`src/rtl/assert_macros.svh`:
```
// Assertion macros shared by the RTL modules of the indexed list block.
// Relies on each including module having clk_i and rst_ni in scope.
`ifndef ASSERT_MACROS_SVH
`define ASSERT_MACROS_SVH

// Check a property on every rising clock edge outside reset.
`define ASSERT_CLK(label, prop, msg) \
  label: assert property (@(posedge clk_i) disable iff (!rst_ni) (prop)) else $error(msg);

// Check that an antecedent is followed by a consequent in the next cycle.
`define ASSERT_NEXT(label, ante, cons, msg) \
  label: assert property (@(posedge clk_i) disable iff (!rst_ni) (ante) |=> (cons)) \
    else $error(msg);

`endif

```
`src/rtl/ilist_pkg.sv`:
```
// Package for the indexed list block: command codes, item structs and the
// controller-to-datapath command struct. No dependencies.
package ilist_pkg;

  localparam int unsigned PosW   = 5;
  localparam int unsigned ValueW = 4;
  localparam int unsigned CountW = 5;

  typedef enum logic [1:0] {
    CMD_INSERT = 2'd0,
    CMD_DELETE = 2'd1,
    CMD_READ   = 2'd2
  } cmd_e;

  typedef struct packed {
    logic [1:0]      cmd;
    logic [PosW-1:0] position;
  } in_item_t;

  typedef struct packed {
    logic [ValueW-1:0] value;
    logic [CountW-1:0] count;
    logic              op_failed;
    logic              error_seen;
  } out_item_t;

  typedef enum logic {
    ST_EMPTY = 1'b0,
    ST_FULL  = 1'b1
  } state_e;

  typedef struct packed {
    logic exec;
  } ctrl_cmd_t;

endpackage

```
`src/rtl/ilist_ctrl.sv`:
```
// Controller for the indexed list block: tracks the result register and
// issues the execute command. Depends on ilist_pkg and assert_macros.svh.
`include "assert_macros.svh"

module ilist_ctrl (
  input  logic                   clk_i,
  input  logic                   rst_ni,
  input  logic                   in_valid_i,
  output logic                   in_stall_o,
  output logic                   out_valid_o,
  input  logic                   out_stall_i,
  output ilist_pkg::ctrl_cmd_t   cmd_o
);

  ilist_pkg::state_e state_q, state_d;
  logic              accept;

  always_ff @(posedge clk_i or negedge rst_ni) begin
    if (!rst_ni) begin
      state_q <= ilist_pkg::ST_EMPTY;
    end else begin
      state_q <= state_d;
    end
  end

  always_comb begin
    in_stall_o  = (state_q == ilist_pkg::ST_FULL) && out_stall_i;
    out_valid_o = (state_q == ilist_pkg::ST_FULL);
    accept      = in_valid_i && !in_stall_o;
    cmd_o.exec  = accept;
    state_d     = state_q;
    case (state_q)
      ilist_pkg::ST_EMPTY: begin
        if (accept) state_d = ilist_pkg::ST_FULL;
      end
      ilist_pkg::ST_FULL: begin
        if (!accept && !out_stall_i) state_d = ilist_pkg::ST_EMPTY;
      end
      default: state_d = ilist_pkg::ST_EMPTY;
    endcase
  end

  `ASSERT_NEXT(a_exec_loads, cmd_o.exec, out_valid_o, "executed item left no result")
  `ASSERT_NEXT(a_stall_holds, out_valid_o && out_stall_i, out_valid_o,
               "stalled result dropped")

endmodule

```
`src/rtl/ilist_dp.sv`:
```
// Datapath for the indexed list block: shifting entry cells, entry count,
// sticky error flag and result register. Depends on ilist_pkg and assert_macros.svh.
`include "assert_macros.svh"

module ilist_dp #(
  parameter int unsigned DEPTH = 16
) (
  input  logic                  clk_i,
  input  logic                  rst_ni,
  input  ilist_pkg::ctrl_cmd_t  cmd_i,
  input  ilist_pkg::in_item_t   in_data_i,
  output ilist_pkg::out_item_t  out_data_o
);

  localparam int unsigned CW = $clog2(DEPTH + 1);
  localparam int unsigned MW = (CW > ilist_pkg::PosW) ? CW : ilist_pkg::PosW;

  logic [ilist_pkg::ValueW-1:0] cell_q [DEPTH];
  logic [ilist_pkg::ValueW-1:0] cell_d [DEPTH];
  logic [CW-1:0]                count_q, count_d;
  logic                         sticky_q, sticky_d;
  ilist_pkg::out_item_t         res_q, res_d;

  logic [MW-1:0]                pos_w, cnt_w, cnt_after;
  logic                         ins_ok, idx_ok, failed;
  logic [ilist_pkg::ValueW-1:0] rd_val;

  always_comb begin
    pos_w  = MW'(in_data_i.position);
    cnt_w  = MW'(count_q);
    ins_ok = (pos_w <= cnt_w) && (cnt_w < MW'(DEPTH));
    idx_ok = (pos_w < cnt_w);

    rd_val = '0;
    for (int i = 0; i < DEPTH; i++) begin
      if (MW'(i) == pos_w) rd_val = cell_q[i];
    end

    cell_d  = cell_q;
    count_d = count_q;
    failed  = 1'b0;
    res_d   = res_q;

    case (ilist_pkg::cmd_e'(in_data_i.cmd))
      ilist_pkg::CMD_INSERT: begin
        if (ins_ok) begin
          // open a gap at the index, later entries move back one cell
          for (int i = 1; i < DEPTH; i++) begin
            if (MW'(i) > pos_w) cell_d[i] = cell_q[i-1];
          end
          for (int i = 0; i < DEPTH; i++) begin
            if (MW'(i) == pos_w) cell_d[i] = cnt_w[ilist_pkg::ValueW-1:0];
          end
          count_d = count_q + CW'(1);
        end else begin
          failed = 1'b1;
        end
      end
      ilist_pkg::CMD_DELETE: begin
        if (idx_ok) begin
          // close the gap, later entries move forward one cell
          for (int i = 0; i < DEPTH - 1; i++) begin
            if (MW'(i) >= pos_w) cell_d[i] = cell_q[i+1];
          end
          count_d = count_q - CW'(1);
        end else begin
          failed = 1'b1;
        end
      end
      ilist_pkg::CMD_READ: begin
        failed = !idx_ok;
      end
      default: ;
    endcase

    sticky_d  = sticky_q | failed;
    cnt_after = MW'(count_d);

    res_d.value = ((ilist_pkg::cmd_e'(in_data_i.cmd) == ilist_pkg::CMD_READ) && idx_ok)
                  ? rd_val : '0;
    res_d.count      = cnt_after[ilist_pkg::CountW-1:0];
    res_d.op_failed  = failed;
    res_d.error_seen = sticky_d;
  end

  always_ff @(posedge clk_i or negedge rst_ni) begin
    if (!rst_ni) begin
      count_q  <= '0;
      sticky_q <= 1'b0;
    end else if (cmd_i.exec) begin
      count_q  <= count_d;
      sticky_q <= sticky_d;
    end
  end

  always_ff @(posedge clk_i) begin
    if (cmd_i.exec) begin
      cell_q <= cell_d;
      res_q  <= res_d;
    end
  end

  assign out_data_o = res_q;

  `ASSERT_CLK(a_count_bound, count_q <= CW'(DEPTH), "entry count above depth")
  `ASSERT_NEXT(a_sticky_holds, sticky_q, sticky_q, "sticky error cleared")
  `ASSERT_NEXT(a_fail_unchanged, cmd_i.exec && failed, count_q == $past(count_q),
               "failed command changed the count")

endmodule

```
`src/rtl/indexed_list_insert_delete.sv`:
```
// Top level of the indexed list block: ordered list with insert, delete and
// read at an index. Depends on ilist_pkg, ilist_ctrl and ilist_dp.
//
// Usage:
//   Input channel in_valid_i / in_stall_o / in_data_i carries one command item
//   (cmd: insert, delete or read; position: zero-based index). Output channel
//   out_valid_o / out_stall_i / out_data_o returns exactly one result item per
//   command: read value, entry count after the command, per-command failure bit
//   and the sticky error flag.
//   The result appears in the cycle after the item is accepted.
//   Throughput: one item per cycle unless stalled; every cell shifts or holds in
//   parallel on a compare of its own index with the position, and the result
//   register is loaded in the same cycle, so the single-entry result register
//   sets the rate. A new item is taken while the previous result is being taken.
//   Stall: while out_stall_i holds a pending result, in_stall_o is raised and
//   the result is held unchanged; no item is lost or repeated.
//   Reset: rst_ni (async, active low) empties the list, clears the sticky error
//   and drops any pending result. Entry cells are not cleared; an entry is only
//   read once it has been written.
//   Insert writes the entry count (low four bits) at the index. Out-of-range
//   indexes and inserts into a full list fail without changing the list.

module indexed_list_insert_delete #(
  parameter int unsigned DEPTH = 16
) (
  input  logic                  clk_i,
  input  logic                  rst_ni,
  input  logic                  in_valid_i,
  output logic                  in_stall_o,
  input  ilist_pkg::in_item_t   in_data_i,
  output logic                  out_valid_o,
  input  logic                  out_stall_i,
  output ilist_pkg::out_item_t  out_data_o
);

  ilist_pkg::ctrl_cmd_t ctrl_cmd;

  // handshake control: accept, hold or release the result register
  ilist_ctrl u_ctrl (
    .clk_i       (clk_i),
    .rst_ni      (rst_ni),
    .in_valid_i  (in_valid_i),
    .in_stall_o  (in_stall_o),
    .out_valid_o (out_valid_o),
    .out_stall_i (out_stall_i),
    .cmd_o       (ctrl_cmd)
  );

  // list cells, count, sticky error and result register
  ilist_dp #(
    .DEPTH (DEPTH)
  ) u_dp (
    .clk_i      (clk_i),
    .rst_ni     (rst_ni),
    .cmd_i      (ctrl_cmd),
    .in_data_i  (in_data_i),
    .out_data_o (out_data_o)
  );

endmodule

```
`config.mk`:
```
export PLATFORM = sky130hd
export DESIGN_NAME = indexed_list_insert_delete
export DESIGN_NICKNAME = d
export VERILOG_FILES = /design/src/rtl/ilist_pkg.sv /design/src/rtl/ilist_ctrl.sv /design/src/rtl/ilist_dp.sv /design/src/rtl/indexed_list_insert_delete.sv
export VERILOG_INCLUDE_DIRS = /design/src /design/src/rtl
export SDC_FILE = /design/constraint.sdc
export NUM_CORES = 1
export LEC_CHECK = 0
export BUFFER_PORTS_ARGS = -buffer_cell sky130_fd_sc_hd__buf_4
export CAP_MARGIN = 10
export CORE_ASPECT_RATIO = 1.4
export CORE_UTILIZATION = 62
export CTS_BUF_LIST = sky130_fd_sc_hd__clkbuf_2
export CTS_CLUSTER_SIZE = 30
export DETAILED_ROUTE_END_ITERATION = 10
export PLACE_DENSITY = 0.88
export SYNTH_ARGS = -nofsm -noshare
export SYNTH_HDL_FRONTEND = slang
export SYNTH_HIERARCHICAL = 1
export SYNTH_SLANG_ARGS = --single-unit
```
`constraint.sdc`:
```
create_clock -name clk_i -period 8.7 [get_ports clk_i]
set_clock_uncertainty 0.1 [all_clocks]
set_input_delay 1.74 -clock clk_i [delete_from_list [all_inputs] [get_ports clk_i]]
set_output_delay 1.74 -clock clk_i [all_outputs]
set_load 0.005 [all_outputs]
```
==> results.cfg, run 1 <==
[timing]
finalSetupViolCount = 0
setup_tns_ns = 0
finalCritPeriodShare = 0.5564
hold_violations = 0
min_period_ns = 4.841
fin_hold_ws_ns = 0.3972
timing.max_slew.rel_slack = 0.2148
timing_worst_slew_pin_value_ns = 1.178
finalMaxSlewViolations = 0
grt_setup_unrepaired = false
max_freq_ghz = 0.2066
final_critical_path_setup_slack_ns = 3.859

[synthesis]
yosys_warn_count = 6
yosysMostFrequentCell = sky130_fd_sc_hd__nand2_1
postSynthNetCount = 611
synth-async-reset-ratio = 0.08537
synth_top_flop_cell = sky130_fd_sc_hd__edfxtp_1
netlist.top_cell.by_area = sky130_fd_sc_hd__edfxtp_1
post_synthesis_mean_instance_area_um2 = 9.214
synth.cells.most_frequent = sky130_fd_sc_hd__nand2_1, sky130_fd_sc_hd__edfxtp_1, sky130_fd_sc_hd__o31ai_1
number_of_flops_mapped_to_enable_cells_by_yosys = 75
post_synth_num_cell_types = 57
synth_largest_type_area_fraction = 0.4157
postSynthRegisterBits = 82
ys_seq_area_frac = 0.4480
syn-instance-count = 588
synth_area_leaders = sky130_fd_sc_hd__edfxtp_1, sky130_fd_sc_hd__o31ai_1, sky130_fd_sc_hd__nand2_1, sky130_fd_sc_hd__mux2i_1, sky130_fd_sc_hd__a21oi_1
synth.cell_area_um2 = 5418

[setup_path]
crit_path_cell_trace = clkinv_1, ha_1, nor2b_1, o21ai_1, a32oi_1, o21ai_0, nand3_1, a311oi_1
setup.worst_path.start_class = flop
path_class = reg2reg
cp_max_fo = 16
crit_required_ns = 8.83
slowest_stage_cell_crit_path = sky130_fd_sc_hd__a311oi_1
worst-path-buf-inv = 1
worstPathArrival_ns = 4.97
crit_family = compound AO/OA/AOI/OAI gates
timing.critical_path.slowest_cell_delay_ns = 0.88
worst_setup_path_end_kind = flop

[placed_design]
numPortBuffers = 23
detailedPlacementHpwl_mm = 10.29
dp_cells = 672
placement.setup.worst_slack_ns = 3.199
place_area_um2 = 5554
routabilityCongestion = 0.9440

[grt]
global_routing_usage_summed_across_all_routing_layers = 0.3516
largest_net_degree_at_the_start_of_global_routing = 127
gr-total-overflow = 0
wire_length_of_the_first_global_routing_pass_mm = 23.78
grt_pass1_vias = 4608
antenna_found_initial = 0

[finish]
final_util = 0.6681
fraction_of_final_layout_cells_sized_beyond_drive_strength_1 = 0.09418
antenna-diode-count = 0
final_area_um2 = 5684
nNetsFinal = 602
finalNonFillerCells = 689
fill_cells = 684
area_growth_pct = 4.919

[floorplan]
die_height_um = 112.6
floorplan.io_pins = 24
std_cell_rows = 40
die_area_um2 = 9122
placeableCoreArea_um2 = 8508
die_w_um = 81.01
floorplan.initialDensity = 0.6368

[detailed_routing]
firstDrtPassIters = 8
route.detailed.vias_per_inst = 7.016
route.antenna.remaining_nets = 0
wirelength_mm = 14.89
number_of_drc_markers_in_iteration_0 = 702
post_drt_wl_per_cell_um = 21.62
drt_drc_violations_left = 0
vias = 4834

[clock_network]
path_clk_slew_ns = 0.23
clockRootBuffer = sky130_fd_sc_hd__clkbuf_2
worst_skew_pair.late_latency_ns = 0.57
cts_num_sinks = 82
max-clock-path-buffers = 2
count_of_hold_buffers_inserted_by_post_cts_repair = 0
cts_setup_buffers = 0
tritoncts = built
clock_tree.htree_level_count = 3
gates_resized_cts_repair = 0
cts_buffers = 9

[power_and_ir_drop]
max-vdd-ir-drop_mv = 0.2099
power_mw = 0.9940
int_pwr_mw = 0.6265
power-per-cell-area_nw_per_um2 = 174.9
p_leak_nw = 2.069
sequentialPowerShare = 0.520
power_frac_comb = 0.277
switching_share = 0.3697
clock_power_share = 0.203
netSwitchingPower_mw = 0.3675

[run]
drv.max_cap_violation_count = 0

[run_status]
run_status = finished clean

[worst_hold_path]
worstHoldPathType = reg2reg
==> power groups by stage <==
stage	sequential, mW	clock [mW]	combinational [mW]
global placement	0.520	0	0.249
CTS	0.514	0.203	0.258
global route	0.517	0.217	0.298
detailed placement	0.522	0	0.257
finish	0.517	0.202	0.275
floorplan	0.486	0	0.206
==> final timing paths <==
kind | from | endpoint | slack (ns) | cells past startpoint
worst max-delay path | u_dp/cnt_w[1] | u_dp/cell_q[5] | 3.86 | 8
worst max register to register | u_dp/cnt_w[1] | u_dp/cell_q[5] | 3.86 | 8
max in group asynchronous | rst_ni | u_dp/cnt_w[1] | 7.54 | 1
worst min register to register | u_dp/sticky_q | u_dp/sticky_q | 0.40 | 1
worst min-delay path | u_dp/sticky_q | u_dp/sticky_q | 0.40 | 1
min in group asynchronous | rst_ni | u_dp/sticky_q | 0.82 | 1
==> cells in the final DEF (no fill, tap or decap), drive strengths merged, types with 7 or more instances in the layout <==
| cell | count |
|---|---|
| nand2 | 98 |
| edfxtp | 75 |
| o31ai | 63 |
| nor2 | 53 |
| a21oi | 48 |
| mux2i | 35 |
| buf | 26 |
| o21ai | 18 |
| nand3 | 15 |
| inv | 12 |
| ha | 12 |
| clkbuf | 11 |
| nor3b | 9 |
| dfrtp | 7 |
| nor2b | 7 |
| o22ai | 7 |
| and2 | 7 |
| nor3 | 7 |
==> layout make-up <==
| type | instances | area, um2 | share of cell area |
|---|---|---|---|
| Tap cell | 105 | 131.4 | 0.02311 |
| Multi-Input combinational cell | 445 | 2751 | 0.4840 |
| Clock buffer | 11 | 55.05 | 0.009685 |
| Clock inverter | 5 | 55.05 | 0.009685 |
| Timing Repair Buffer | 26 | 207.7 | 0.03654 |
| Sequential cell | 82 | 2427 | 0.4270 |
| Inverter | 15 | 56.30 | 0.009905 |
==> logic make-up (layout without fill, tap and decap cells) <==
group	count (synthesis)	after routing	synth area share
xor gates and xnor gates	2	2	0.003234
buffers and inverters	61	57	0.04642
AOI/OAI and AO/OA	178	178	0.2224
muxes	38	38	0.07090
and+or+nand+nor	215	215	0.1813
DFF	82	82	0.4480
adders and majority gates	12	12	0.02771
==> sequential cells by signal, indices dropped and copies added (netlist names) <==
name,count
u_dp/out_data_o,11
u_dp/sticky_q,1
u_dp/cnt_w,5
u_dp/cell_q,64
u_ctrl/out_valid_o,1
==> routing by layer <==
| layer | share of wire | up-vias | track usage |
|---|---|---|---|
| met5 | 0 | - | 0 |
| met4 | 0.054 | 0 | 0.2226 |
| met3 | 0.091 | 83 | 0.05935 |
| met2 | 0.48 | 345 | 0.5389 |
| met1 | 0.37 | 2226 | 0.4554 |
| li1 | - | 2180 | - |
Power figures use the tool's default switching activity.
==> run 2: changes to the inputs <==
clock period = 4.5 ns   (was 8.7 ns; I/O delays follow)
==> run 2 against run 1 <==
  * Final cell count increased by 0.73%
  * Final area increased by 0.44%
  * Core utilization increased by 0.29 points
  * Critical path type unchanged
==> results.cfg, run 2 (same netlist as run 1, synthesis figures left out) <==
[detailed_routing]
vias = 4939
number_of_drc_markers_in_iteration_0 = 757
firstDrtPassIters = 6
route.detailed.vias_per_inst = 7.117
post_drt_wl_per_cell_um = 22.25
route.antenna.remaining_nets = 0
wirelength_mm = 15.44
drt_drc_violations_left = 0

[clock_network]
cts_setup_buffers = 0
tritoncts = built
worst_skew_pair.late_latency_ns = 0.58
cts_buffers = 9
cts_num_sinks = 82
clockRootBuffer = sky130_fd_sc_hd__clkbuf_2
max-clock-path-buffers = 2
clock_tree.htree_level_count = 3
gates_resized_cts_repair = 0
path_clk_slew_ns = 0.23

[setup_path]
setup.worst_path.start_class = flop
cp_max_fo = 16
worst_setup_path_end_kind = flop
r2r-start = u_dp/cnt_w[1]
worstPathArrival_ns = 3.90
path_class = reg2reg
crit_required_ns = 4.64
cp-startpoint = u_dp/cnt_w[1]

[timing]
max_freq_ghz = 0.2658
timing.max_slew.rel_slack = 0.4082
finalSetupViolCount = 0
min_period_ns = 3.763
setup_tns_ns = 0
finalMaxSlewViolations = 0
final_critical_path_setup_slack_ns = 0.7373
timing_worst_slew_pin_value_ns = 0.8858
hold_violations = 0
finalCritPeriodShare = 0.8362
grt_setup_unrepaired = false

[placed_design]
detailedPlacementHpwl_mm = 10.52
numPortBuffers = 23
routabilityCongestion = 0.9743
placement.setup.worst_slack_ns = 0.7513

[floorplan]
die_w_um = 81.01
floorplan.initialDensity = 0.6368
die_height_um = 112.6
std_cell_rows = 40
floorplan.io_pins = 24
die_area_um2 = 9122
placeableCoreArea_um2 = 8508

[run_status]
run_status = finished clean

[finish]
fraction_of_final_layout_cells_sized_beyond_drive_strength_1 = 0.09677
largest_register_ff_count = 64
fill_cells = 707
largest-register = u_dp/cell_q
leading_cell_type_in_the_layout_fill_and_taps_excluded = sky130_fd_sc_hd__nand2_1
final_util = 0.6710
commonest_non_fill_non_tap_cells_in_the_layout = sky130_fd_sc_hd__nand2_1, sky130_fd_sc_hd__edfxtp_1, sky130_fd_sc_hd__o31ai_1
nNetsFinal = 607
area_growth_pct = 5.381
antenna-diode-count = 0

[power_and_ir_drop]
power_mw = 1.926
power-per-cell-area_nw_per_um2 = 337.3
max-vdd-ir-drop_mv = 0.4072
p_leak_nw = 2.081

[worst_hold_path]
min_from = in_valid_i
worstHoldPathType = in2reg

[grt]
wire_length_of_the_first_global_routing_pass_mm = 23.78
largest_net_degree_at_the_start_of_global_routing = 76
antenna_found_initial = 0
global_routing_usage_summed_across_all_routing_layers = 0.3553
grt_pass1_vias = 4496
gr-total-overflow = 0

[run]
drv.max_cap_violation_count = 0
[run 2: cell count changes in the layout (fill, tap and decap cells not counted)]
| cell | change |
|---|---|
| sky130_fd_sc_hd__dlygate4sd3_1 | +1 |
| sky130_fd_sc_hd__clkbuf_2 | -1 |
| sky130_fd_sc_hd__buf_4 | +5 |
| sky130_fd_sc_hd__clkinv_1 | +2 |
| sky130_fd_sc_hd__buf_12 | -1 |
| sky130_fd_sc_hd__clkinv_2 | -1 |
[run 2: layer usage]
layer  part of all wire  global-route usage  up-vias
met4              0.064              0.2250        0
met5                  0                   0        -
met2               0.47              0.5384      380
met3               0.11             0.08374      103
li1                   -                   -     2188
met1               0.36              0.4502     2268
[run 2: final timing paths]
| path | endpoint | slack, ns | cells past startpoint |
|---|---|---|---|
| min in group asynchronous | u_dp/sticky_q | 0.53 | 2 |
| worst min register to register | u_dp/sticky_q | 0.38 | 1 |
| max in group asynchronous | u_dp/cnt_w[1] | 3.62 | 2 |
| worst max-delay path | u_dp/cell_q[11] | 0.74 | 9 |
| worst min-delay path | u_ctrl/out_valid_o | 0.38 | 2 |
| worst max register to register | u_dp/cell_q[11] | 0.74 | 9 |
[run 2: area by class of cell]
type | count | area [um2] | share of cell area
Clock inverter | 6 | 57.56 | 0.01008
Inverter | 15 | 56.30 | 0.009862
Sequential cell | 82 | 2427 | 0.4252
Tap cell | 105 | 131.4 | 0.02301
Clock buffer | 10 | 50.05 | 0.008766
Timing Repair Buffer | 31 | 235.2 | 0.04120
Multi-Input combinational cell | 445 | 2751 | 0.4819
[run 2: where the power goes]
part           leakage, nW  total (mW)  switching (mW)  internal (mW)
registers            0.777       0.976          0.0816          0.894
clock network       0.0630       0.385           0.259          0.125
logic                 1.24       0.565           0.373          0.192
[run 2: what timing repair did]
action,CTS,global route
hold buffers,1,0
endpoints found under the setup margin,0,0
endpoints found under the hold margin,7,0
[run 2: metrics by stage]
stage | std cells | instance area [um2] | hold WS (ns)
2_1_floorplan | 588 | 5418 | 0.3204
4_1_cts | 694 | 5709 | 0.3518
3_5_place_dp | 677 | 5592 | 0.3410
6_report | 694 | 5709 | 0.3810
3_3_place_gp | 677 | 5592 | 0.3312
5_1_grt | 694 | 5709 | 0.3420
[run 2: worst max-delay path: stages (launching register included)]
cell and delay [ns]:
sky130_fd_sc_hd__dfrtp_1 0.84, sky130_fd_sc_hd__clkinv_1 0.22, sky130_fd_sc_hd__ha_1 0.34, sky130_fd_sc_hd__nor2b_1 0.14, sky130_fd_sc_hd__o21ai_1 0.34, sky130_fd_sc_hd__a32oi_1 0.22, sky130_fd_sc_hd__o21ai_0 0.26, sky130_fd_sc_hd__nand3_1 0.12
sky130_fd_sc_hd__buf_4 0.22, sky130_fd_sc_hd__a211oi_1 0.63
==> run 3: changes to the inputs <==
ABC_AREA = 1   (was default)
clock period = 3.5 ns   (was 4.5 ns; I/O delays follow)
==> run 3 against run 2 <==
  * Clock power increased by 26%
  * Core utilization is 2.3 points higher
  * Power grew 44%
==> results.cfg, run 3 <==
[synthesis]
synth.cells.most_frequent = sky130_fd_sc_hd__nand2_1, sky130_fd_sc_hd__o21ai_0, sky130_fd_sc_hd__edfxtp_1
post_synthesis_mean_instance_area_um2 = 8.278
netlist.top_cell.by_area = sky130_fd_sc_hd__edfxtp_1
synth-async-reset-ratio = 0.08537
ys_seq_area_frac = 0.4729
postSynthRegisterBits = 82
yosysMostFrequentCell = sky130_fd_sc_hd__nand2_1
syn-instance-count = 620
synth_largest_type_area_fraction = 0.4388
post_synth_num_cell_types = 40
synth_top_flop_cell = sky130_fd_sc_hd__edfxtp_1
yosys_warn_count = 6
synth.cell_area_um2 = 5132
postSynthNetCount = 643
synth_area_leaders = sky130_fd_sc_hd__edfxtp_1, sky130_fd_sc_hd__nand2_1, sky130_fd_sc_hd__o21ai_0, sky130_fd_sc_hd__inv_1, sky130_fd_sc_hd__dfrtp_1
number_of_flops_mapped_to_enable_cells_by_yosys = 75

[detailed_routing]
wirelength_mm = 13.69
vias = 4725
firstDrtPassIters = 6
route.antenna.remaining_nets = 0
post_drt_wl_per_cell_um = 18.42
drt_drc_violations_left = 0
route.detailed.vias_per_inst = 6.359
number_of_drc_markers_in_iteration_0 = 419

[finish]
nNetsFinal = 661
multi_input_comb_area_um2 = 2256
fill_cells = 626
final_area_um2 = 5479
seq_area_um2 = 2427
commonest_non_fill_non_tap_cells_in_the_layout = sky130_fd_sc_hd__nand2_1, sky130_fd_sc_hd__o21ai_0, sky130_fd_sc_hd__edfxtp_1
largest_register_ff_count = 64
finalNonFillerCells = 743
area_growth_pct = 6.753
largest-register = u_dp/cell_q
final_util = 0.6942
leading_cell_type_in_the_layout_fill_and_taps_excluded = sky130_fd_sc_hd__nand2_1
antenna-diode-count = 0
fraction_of_final_layout_cells_sized_beyond_drive_strength_1 = 0.1493

[placed_design]
routabilityCongestion = 0.9506
detailedPlacementHpwl_mm = 9.768
placement.setup.worst_slack_ns = 0.3333
numPortBuffers = 23
dp_cells = 726
place_area_um2 = 5361

[setup_path]
worst_setup_path_end_kind = flop
path_class = reg2reg
cp_max_fo = 10
crit_required_ns = 3.62
setup.worst_path.start_class = flop
worstPathArrival_ns = 3.12

[power_and_ir_drop]
max-vdd-ir-drop_mv = 0.3410
power_frac_comb = 0.364
netSwitchingPower_mw = 1.096
sequentialPowerShare = 0.461
power_mw = 2.777
int_pwr_mw = 1.681
power-per-cell-area_nw_per_um2 = 506.8
clock_power_share = 0.175
switching_share = 0.3947
p_leak_nw = 2.208

[timing]
finalCritPeriodShare = 0.8587
hold_violations = 0
fin_hold_ws_ns = 0.2201
min_period_ns = 3.006
final_critical_path_setup_slack_ns = 0.4944
max_freq_ghz = 0.3327
setup_tns_ns = 0
finalMaxSlewViolations = 0
grt_setup_unrepaired = false
finalSetupViolCount = 0
timing.max_slew.rel_slack = 0.5411
timing_worst_slew_pin_value_ns = 0.6846

[grt]
antenna_found_initial = 0
gr-total-overflow = 0
grt_pass1_vias = 4417
global_routing_usage_summed_across_all_routing_layers = 0.3292
largest_net_degree_at_the_start_of_global_routing = 35
wire_length_of_the_first_global_routing_pass_mm = 21.13

[clock_network]
worst_skew_pair.late_latency_ns = 0.56
cts_num_sinks = 82
clockRootBuffer = sky130_fd_sc_hd__clkbuf_2
clock_tree.htree_level_count = 3
cts_buffers = 9
max-clock-path-buffers = 2
path_clk_slew_ns = 0.21
tritoncts = built

[worst_hold_path]
worstHoldPathType = in2reg

[floorplan]
placeableCoreArea_um2 = 7893
floorplan.io_pins = 24
die_height_um = 109.7
floorplan.initialDensity = 0.6503
std_cell_rows = 38
die_area_um2 = 8651
die_w_um = 78.90

[run_status]
run_status = finished clean

[run]
drv.max_cap_violation_count = 0
## run 3: cell types whose count changed in the layout (fill, tap and decap cells not counted), moves of 8 or more
cell,previous run,this run
sky130_fd_sc_hd__a21oi_1,47,30
sky130_fd_sc_hd__buf_4,30,38
sky130_fd_sc_hd__inv_2,0,12
sky130_fd_sc_hd__nor2_1,53,36
sky130_fd_sc_hd__o31ai_1,63,2
sky130_fd_sc_hd__o22ai_1,7,26
sky130_fd_sc_hd__inv_1,12,54
sky130_fd_sc_hd__nand2_1,98,147
sky130_fd_sc_hd__o21ai_0,17,110
sky130_fd_sc_hd__mux2i_1,35,0
sky130_fd_sc_hd__nor2_2,0,8
## run 3: worst paths after layout
check                         startpoint                  to  slack [ns]  depth (start not counted)
setup / recovery           u_dp/cnt_w[3]     u_dp/cell_q[63]        0.49                         14
min in group asynchronous         rst_ni       u_dp/cnt_w[1]        0.39                          2
setup reg to reg           u_dp/cnt_w[3]     u_dp/cell_q[63]        0.49                         14
hold reg to reg            u_dp/sticky_q       u_dp/sticky_q        0.44                          2
max in group asynchronous         rst_ni  u_ctrl/out_valid_o        2.78                          2
hold / removal                in_valid_i  u_ctrl/out_valid_o        0.22                          3
## run 3: worst max-delay path: stages, from the launching register on
cell and delay, ns:
sky130_fd_sc_hd__dfrtp_1 0.60, sky130_fd_sc_hd__inv_1 0.12, sky130_fd_sc_hd__ha_1 0.29, sky130_fd_sc_hd__nand2_1 0.09
sky130_fd_sc_hd__nor2_1 0.07, sky130_fd_sc_hd__nand2_1 0.07, sky130_fd_sc_hd__nand3_1 0.12, sky130_fd_sc_hd__nand2_1 0.10
sky130_fd_sc_hd__nand2_2 0.09, sky130_fd_sc_hd__nand2_2 0.09, sky130_fd_sc_hd__inv_2 0.04, sky130_fd_sc_hd__nor2_1 0.07
sky130_fd_sc_hd__nand2_1 0.13, sky130_fd_sc_hd__buf_4 0.22, sky130_fd_sc_hd__nor3_1 0.45
## run 3: cells by family (layout without fill, tap and decap cells)
kind of cell | after synthesis | in the layout | synth area share
simple gates | 237 | 237 | 0.2114
flops | 82 | 82 | 0.4729
compound gates | 186 | 186 | 0.1989
buf+inv | 103 | 126 | 0.08751
fa+ha+maj | 12 | 12 | 0.02925
## run 3: metal layers
metal / track usage / wire, um / vias to the layer above / share of wire
met5: 0 / 0 / - / 0
met3: 0.07967 / 1343 / 79 / 0.098
met2: 0.5646 / 6763 / 306 / 0.49
met4: 0.2013 / 726 / 0 / 0.053
met1: 0.3691 / 4856 / 2175 / 0.35
li1: - / - / 2165 / -
## run 3: what timing repair did
item | 4_1_cts | 5_1_grt
hold endpoints to repair | 7 | 0
gates resized for setup | 0 | 0
setup buffers | 0 | 0
hold buffers | 1 | 0
## run 3: power by group through the flow
| stage | logic [mW] | clock network (mW) | registers (mW) |
|---|---|---|---|
| floorplan | 0.634 | 0 | 1.28 |
| global placement | 0.937 | 0 | 1.30 |
| detailed placement | 0.971 | 0 | 1.30 |
| CTS | 0.980 | 0.491 | 1.28 |
| global route | 1.09 | 0.532 | 1.29 |
| finish | 1.01 | 0.486 | 1.28 |
## run 3: area by class of cell
class	instances	share of cell area
flip-flops and latches	82	0.4430
multi-input cells	435	0.4117
repair buffers	39	0.05389
inverters	71	0.04887
well taps	100	0.02284
clock inverters	6	0.01050
clock buffers	10	0.009135
